===== config.mk =====
export PLATFORM = sky130hd
export DESIGN_NAME = btc_temp
export DESIGN_NICKNAME = d
export VERILOG_FILES = /design/src/rtl/btc_pkg.sv /design/src/rtl/btc_temp.sv
export SDC_FILE = /design/constraint.sdc
export NUM_CORES = 2
export LEC_CHECK = 0
export ABC_AREA = 1
export BUFFER_PORTS_ARGS = -buffer_cell sky130_fd_sc_hd__buf_2
export CAP_MARGIN = 40
export CORE_MARGIN = 1
export CORE_UTILIZATION = 55
export CTS_CLUSTER_DIAMETER = 60
export DETAILED_ROUTE_END_ITERATION = 12
export GPL_TIMING_DRIVEN = 0
export PLACE_DENSITY = 0.85
export SYNTH_ARGS = -nofsm -noshare
export SYNTH_HDL_FRONTEND = slang
export SYNTH_SLANG_ARGS = --single-unit

===== constraint.sdc =====
create_clock -name clk -period 7.5 [get_ports clk]
set_input_delay 1.125 -clock clk [delete_from_list [all_inputs] [get_ports clk]]
set_output_delay 1.125 -clock clk [all_outputs]
set_load 0.01 [all_outputs]

===== src/rtl/btc_pkg.sv =====
// ---------------------------------------------------------------------------
// btc_pkg: shared types and constants for barometric trim compensation
// Transaction payloads, trim word layout, inter-block structs and widths.
// ---------------------------------------------------------------------------
package btc_pkg;

  localparam int ADC_W   = 20;
  localparam int TEMP_W  = 16;
  localparam int PRESS_W = 25;
  localparam int TRIM_W  = 16;
  localparam int V_W     = 24;                 // fine temperature minus offset
  localparam int DEN_W   = 40;                 // divisor magnitude
  localparam int QUO_W   = 36;                 // quotient bits developed
  localparam int NUM_W   = DEN_W + QUO_W;      // dividend magnitude
  localparam int CFG_IDX_W  = 2;
  localparam int CFG_DATA_W = 64;

  localparam logic [PRESS_W-1:0] PRESS_MAX = {PRESS_W{1'b1}};
  localparam logic [QUO_W-1:0]   Q_LIMIT   = {1'b1, {(QUO_W-1){1'b0}}};

  // Configuration register indexes
  localparam logic [CFG_IDX_W-1:0] CFG_TEMP_TRIM   = 2'd0;
  localparam logic [CFG_IDX_W-1:0] CFG_PRESS_LOW   = 2'd1;
  localparam logic [CFG_IDX_W-1:0] CFG_PRESS_HIGH  = 2'd2;
  localparam logic [CFG_IDX_W-1:0] CFG_PRESS_NINTH = 2'd3;

  typedef struct packed {
    logic [ADC_W-1:0] adc_temp;
    logic [ADC_W-1:0] adc_press;
  } in_t;

  typedef struct packed {
    logic signed [TEMP_W-1:0] temp_centi_deg;
    logic [PRESS_W-1:0]       press_q8_pa;
    logic                     divisor_zero;
  } out_t;

  typedef struct packed {
    logic [TRIM_W-1:0]        t1;
    logic signed [TRIM_W-1:0] t2;
    logic signed [TRIM_W-1:0] t3;
    logic [TRIM_W-1:0]        p1;
    logic signed [TRIM_W-1:0] p2;
    logic signed [TRIM_W-1:0] p3;
    logic signed [TRIM_W-1:0] p4;
    logic signed [TRIM_W-1:0] p5;
    logic signed [TRIM_W-1:0] p6;
    logic signed [TRIM_W-1:0] p7;
    logic signed [TRIM_W-1:0] p8;
    logic signed [TRIM_W-1:0] p9;
  } trim_t;

  // temperature section -> coefficient section
  typedef struct packed {
    logic signed [V_W-1:0]    v;
    logic signed [TEMP_W-1:0] temp;
    logic [ADC_W-1:0]         adc_press;
  } tv_t;

  // coefficient section -> divider
  typedef struct packed {
    logic [NUM_W-1:0]         nmag;
    logic [DEN_W-1:0]         dmag;
    logic                     neg;
    logic                     dz;
    logic signed [TEMP_W-1:0] temp;
  } dvin_t;

  // divider -> correction section
  typedef struct packed {
    logic [QUO_W-1:0]         qmag;
    logic                     ovf;
    logic                     neg;
    logic                     dz;
    logic signed [TEMP_W-1:0] temp;
  } dvout_t;

endpackage


===== src/rtl/btc_temp.sv =====
// ---------------------------------------------------------------------------
// btc_temp: temperature compensation pipeline
// Four stages: offsets, products, fine temperature, scaling and saturation.
// ---------------------------------------------------------------------------
module btc_temp (
  input  logic            clk,
  input  logic            rst_n,
  input  btc_pkg::trim_t  trim,
  input  logic            in_valid,
  output logic            in_ready,
  input  btc_pkg::in_t    in_data,
  output logic            out_valid,
  input  logic            out_ready,
  output btc_pkg::tv_t    out_data
);

  localparam int NS = 4;

  logic [NS-1:0] vld_r;
  logic [NS:0]   adv;
  logic [NS-1:0] vld_in;

  assign adv[NS] = out_ready;
  for (genvar i = 0; i < NS; i++) begin : g_adv
    assign adv[i] = !vld_r[i] || adv[i+1];
  end
  assign vld_in   = {vld_r[NS-2:0], in_valid};
  assign in_ready = adv[0];

  always_ff @(posedge clk) begin
    if (!rst_n) begin
      vld_r <= '0;
    end else begin
      vld_r <= (adv[NS-1:0] & vld_in) | (~adv[NS-1:0] & vld_r);
    end
  end

  // stage 0
  logic signed [17:0] dx_r, d_r;
  logic [btc_pkg::ADC_W-1:0] ap0_r;
  // stage 1
  logic signed [22:0] x_r;
  logic signed [20:0] dsq_r;
  logic [btc_pkg::ADC_W-1:0] ap1_r;
  // stage 2
  logic signed [23:0] tf_r;
  logic [btc_pkg::ADC_W-1:0] ap2_r;
  // stage 3
  btc_pkg::tv_t out_r;

  logic signed [17:0] dx_nxt, d_nxt;
  logic signed [33:0] xp;
  logic signed [35:0] dp;
  logic signed [36:0] yp;
  logic signed [27:0] tc, ts;
  logic signed [btc_pkg::TEMP_W-1:0] temp_nxt;

  always_comb begin
    dx_nxt = $signed({1'b0, in_data.adc_temp[19:3]}) - $signed({1'b0, trim.t1, 1'b0});
    d_nxt  = $signed({2'b0, in_data.adc_temp[19:4]}) - $signed({2'b0, trim.t1});
    xp     = 34'(dx_r) * 34'($signed(trim.t2));
    dp     = 36'(d_r) * 36'(d_r);
    yp     = 37'(dsq_r) * 37'($signed(trim.t3));
    tc     = 28'(tf_r) * 28'sd5 + 28'sd128;
    ts     = tc >>> 8;
    if (ts > 28'sd32767) begin
      temp_nxt = 16'sd32767;
    end else if (ts < -28'sd32768) begin
      temp_nxt = -16'sd32768;
    end else begin
      temp_nxt = 16'(ts);
    end
  end

  always_ff @(posedge clk) begin
    if (adv[0]) begin
      dx_r  <= dx_nxt;
      d_r   <= d_nxt;
      ap0_r <= in_data.adc_press;
    end
    if (adv[1]) begin
      x_r   <= 23'(xp >>> 11);
      dsq_r <= 21'(dp >>> 12);
      ap1_r <= ap0_r;
    end
    if (adv[2]) begin
      tf_r  <= 24'(x_r) + 24'(yp >>> 14);
      ap2_r <= ap1_r;
    end
    if (adv[3]) begin
      out_r.v         <= tf_r - 24'sd128000;
      out_r.temp      <= temp_nxt;
      out_r.adc_press <= ap2_r;
    end
  end

  assign out_valid = vld_r[NS-1];
  assign out_data  = out_r;

endmodule


# After elaboration in Yosys (flattened, before gate mapping)
# Index checks and enable logic that the tools add are counted.
[classes] n_mul=4 bitwise_logic=4 n_reduce_logical=8 order_cmp=2 n_addsub=5 muxes=1
[op_table] operator="$mul 21x16->37" count=1
[op_table] operator="$mul 18x16->34" count=1
[op_table] operator="$mul 17x17->33" count=1
[op_table] operator="$add 28x9->28 const B" count=1
[op_table] operator="$mul 24x4->28 const B" count=1
[op_table] operator="$add 23x23->24" count=1
[op_table] operator="$sub 24x18->24 const B" count=1
[op_table] operator="$gt 20x16->1 const B" count=1
[op_table] operator="$lt 20x16->1 const B" count=1
[op_table] operator="$sub 17x17->18" count=1
[op_table] operator="$sub 16x16->17" count=1
[op_table] operator="$mux 16" count=1
[op_table] operator="$and 4x4->4" count=2
[op_table] operator="$logic_not 1->1" count=4
[op_table] operator="$logic_or 1x1->1" count=4
[op_table] operator="$not 4->4" count=1
[op_table] operator="$or 4x4->4" count=1
[word_totals] ff_bits=227 wordCells=36 out_inout_bits=62 in_bits=236

# Depth between registers and ports, before layout
[depth] word_depth=8 ltp_mapped=39 mapped_depth_nobuf=37

# Worst setup path after synthesis
# Ideal clock, no wire load.
[synth_timing] path_type="input to register" from="input port trim[145] in the netlist's numbering" to="register tf_r[18], data pin" stages=31 required_time_ns=7.244 path_buffers=2 setup_ns=0.256 arrival_time_ns=7.514 path_slack_ns=-0.270 cell_sequence="clkbuf_1 -> buf_1 -> nand2_1 -> fa_1 -> fa_1 -> fa_1 -> inv_1 -> fa_1 -> fa_1 -> inv_1 -> fa_1 -> inv_1 -> ha_1 -> nand2_1 -> nor2_1 -> inv_1 -> nor2_1 -> inv_1 -> nor4_1 -> a21oi_1 -> xnor2_1 -> ha_1 -> nand2_1 -> inv_1 -> a21oi_1 -> nand2_1 -> a21oi_1 -> o21ai_1 -> and2_1 -> o21bai_1 -> nand2_1"
[synth_via] elab_chain_len=2
[synth_rtl] element="start, declared" line="btc_temp.sv:8" text="input btc_pkg::trim_t trim,"
[synth_rtl] element="$mul 21x16->37" line="btc_temp.sv:63" text="yp = 37'(dsq_r) * 37'($signed(trim.t3));"
[synth_rtl] element="$add 23x23->24" line="btc_temp.sv:87" text="tf_r <= 24'(x_r) + 24'(yp >>> 14);"
[synth_rtl] element="end signal, assigned" line="btc_temp.sv:87"
[synth_rtl] element="end, declared" line="btc_temp.sv:46" text="logic signed [23:0] tf_r;"
# Every way passes these cells.
# A chain may end at the register's enable or synchronous reset.

# Worst setup path in the final report
[layout_timing] from="input port trim[145] in the netlist's numbering" to="register tf_r[16], data pin"
# Same word-level chain as after synthesis.

==> flow_summary.toml <==
[outcome]
status = "complete, no violations"

[floorplanning]
boundaryPins = 298
dieWidth_um = 286
die_h_um = 286
rows = 103
start_util_pct = 55.8
dieArea_um2 = 81600
coreArea_um2 = 79300

[drt]
routed_wl_mm = 115
via_per_inst = 5.40
drc = 0
wl_met3_mm = 11.2
wl_met2_mm = 56.2
first_pass_iters = 8
antenna_left = 0
top_layer_used = "met5"
met1Wirelength_mm = 41.5
wl_per_cell_um = 18.0
vias = 34600
drt-initial-drc-count = 2855

[placement]
io_buffer_count = 134
dpl.cell_count = 6348
dp_hpwl_mm = 97.7
place.gp.congestion = 0.972

[cts]
cts_made_buffers = 25
h-tree-depth = 1
cts_buffer_depth = 3
clk_pin_slew_worst_paths_ns = 0.06
cts.sinks = 210
cts_tree = "yes"
clock_latency_ns = 0.57
root_buffer = "clkbuf_16"

[worst_setup_path]
cp_top_family = "adder cells"
timing.rr.end = "tf_r[16]"
crit_start = "trim[145]"
cpMaxStageDelayCell = "fa_1"
worstSetupPathType = "input pin to register"
cpMostUsedCell = "fa_1"
r2r-start = "dsq_r[1]"
critical_path_buf_inv_count = 9
worstPathRequired_ns = 7.82
crit_fanout = 11
worst-path-stages = 32
r2r_cells = 30
critPathCaptureType = "register"
r2r_slack_ns = 0.12
max_stage_delay_ns = 0.55
arrival_ns = 7.72
start_kind = "input pin"

[grt]
overflow = 0
grt_pass1_vias = 37000
grt_usage_pct = 28.8
grt_start_max_net_pins = 42
grt_pass1_wl_mm = 184
grt_antenna_before_repair = 2

[sta]
skew_ns = 0.0362
worst_slew_pin_slew_ns = 0.998
rsz0062_at_grt = "true"
setup_viol = 0
maxSlewViolCount = 0
final.setup.tns_ns = 0
fmax_mhz = 135
post-route-period-util_pct = 98.7
finalCriticalPeriod_ns = 7.40
slew_headroom_pct = 33.5
hold_viol = 0

[final_layout]
nets = 6824
final_cells = 6413
mostFrequentLayoutCells = "1505 x inv_1, 1166 x nand2_1, 883 x fa_1"
mostFrequentLayoutCell = "inv_1"
multiInputGateArea_um2 = 32100
seq_area_um2 = 6270
area_delta_synth_final_pct = 8.11
fillers = 6542
drive_above_1_share_pct = 7.27

[synth]
synth-edff-count = 206
syn_inst = 5160
syn_area_per_cell_um2 = 8.57
async_flop_share_pct = 0
ys_ff_latch = 210
post-synth-top-area-cell = "fa_1"
yosys-top-cells-area = "fa_1 40%, edfxtp_1 14%, inv_1 13%"
synth_top_cell_area_share_pct = 40.2
yosysWarnings = 0
synthFlopType = "edfxtp_1"
synth_cell_types = 50
syn_nets = 6640
ys_seq_area_share_pct = 14.2
netlist_area_um2 = 44200

[worst_hold_path]
hold_class = "register to register"
hold-path-cell-count = 0
holdPathEnd = "out_data[0]"
hp-start = "ap2_r[0]"

[flow_run]
cap_violations = 0
-- cells in the mapped netlist (44+ instances only) --
cell	instances
a21oi_1	179
fa_1	889
edfxtp_1	206
ha_1	355
nor2_1	177
inv_1	1510
xor2_1	105
xnor2_1	44
o21ai_0	90
clkbuf_1	135
nand2_1	1180
nand3_1	66
-- worst max-delay path by stage --
stage                to  slack [ns]
3_5_place_dp   tf_r[18]       -1.15
2_1_floorplan  tf_r[18]        0.05
5_1_grt        tf_r[18]       -0.13
3_3_place_gp   tf_r[18]       -1.07
6_report       tf_r[16]        0.10
4_1_cts        tf_r[21]       0.004
-- through the flow --
stage                     instance area (µm²)  setup WS, ns  util [%]  hold slack, ns
final                                   47800         0.100      60.3           0.417
after global routing                    47800        -0.131      60.3           0.424
after CTS                               47300       0.00406      59.7           0.417
after detailed placement                46300         -1.15      58.4           0.405
after global placement                  46200         -1.07      58.3           0.401
after floorplan                         44200        0.0472         -           0.400
-- layout make-up --
class	instances	share of cell area [%]
Sequential cell	210	13.1
Timing Repair Buffer	173	2.14
Clock inverter	14	0.264
Antenna cell	2	0.0105
Multi-Input combinational cell	3278	67.1
Inverter	1512	11.9
Clock buffer	30	1.35
Tap cell	1050	2.75
Buffer	144	1.44
-- cells by family (layout without fill, tap and decap cells) --
| group | Yosys count | count (layout) | share of synthesized area, % |
|---|---|---|---|
| AOI/OAI and AO/OA | 368 | 368 | 4.74 |
| xor gates and xnor gates | 149 | 149 | 2.95 |
| adders and majority gates | 1244 | 1244 | 50.3 |
| buffers and inverters | 1672 | 1873 | 14.2 |
| DFF | 210 | 210 | 14.2 |
| other | 0 | 2 | 0 |
| and+or+nand+nor | 1517 | 1517 | 13.6 |
-- state kept, by name, indices dropped and copies added (netlist names), named ones only --
register and count:
ap2_r 20, tf_r 24, ap0_r 20, ap1_r 20
out_data 60, dsq_r 21, x_r 23, dx_r 18
-- layer usage --
metal / GRT usage (%) / vias up
li1: - / 15400
met1: 34.9 / 17000
met2: 48.5 / 1781
met3: 6.16 / 445
met4: 14.8 / 2
met5: 0 / -
-- repair_timing --
| action | in CTS | in global routing |
|---|---|---|
| gates resized for setup | 73 | 106 |
| pin swaps | 4 | 24 |
| setup buffers | 13 | 22 |
| gates cloned | 0 | 0 |
| endpoints found under the setup margin | 17 | 17 |
| endpoints found under the hold margin | 0 | 0 |
| hold buffers | 0 | 0 |
Power is not shown: default switching activity piles up to over one toggle a cycle in this logic, so the estimate is an artifact.
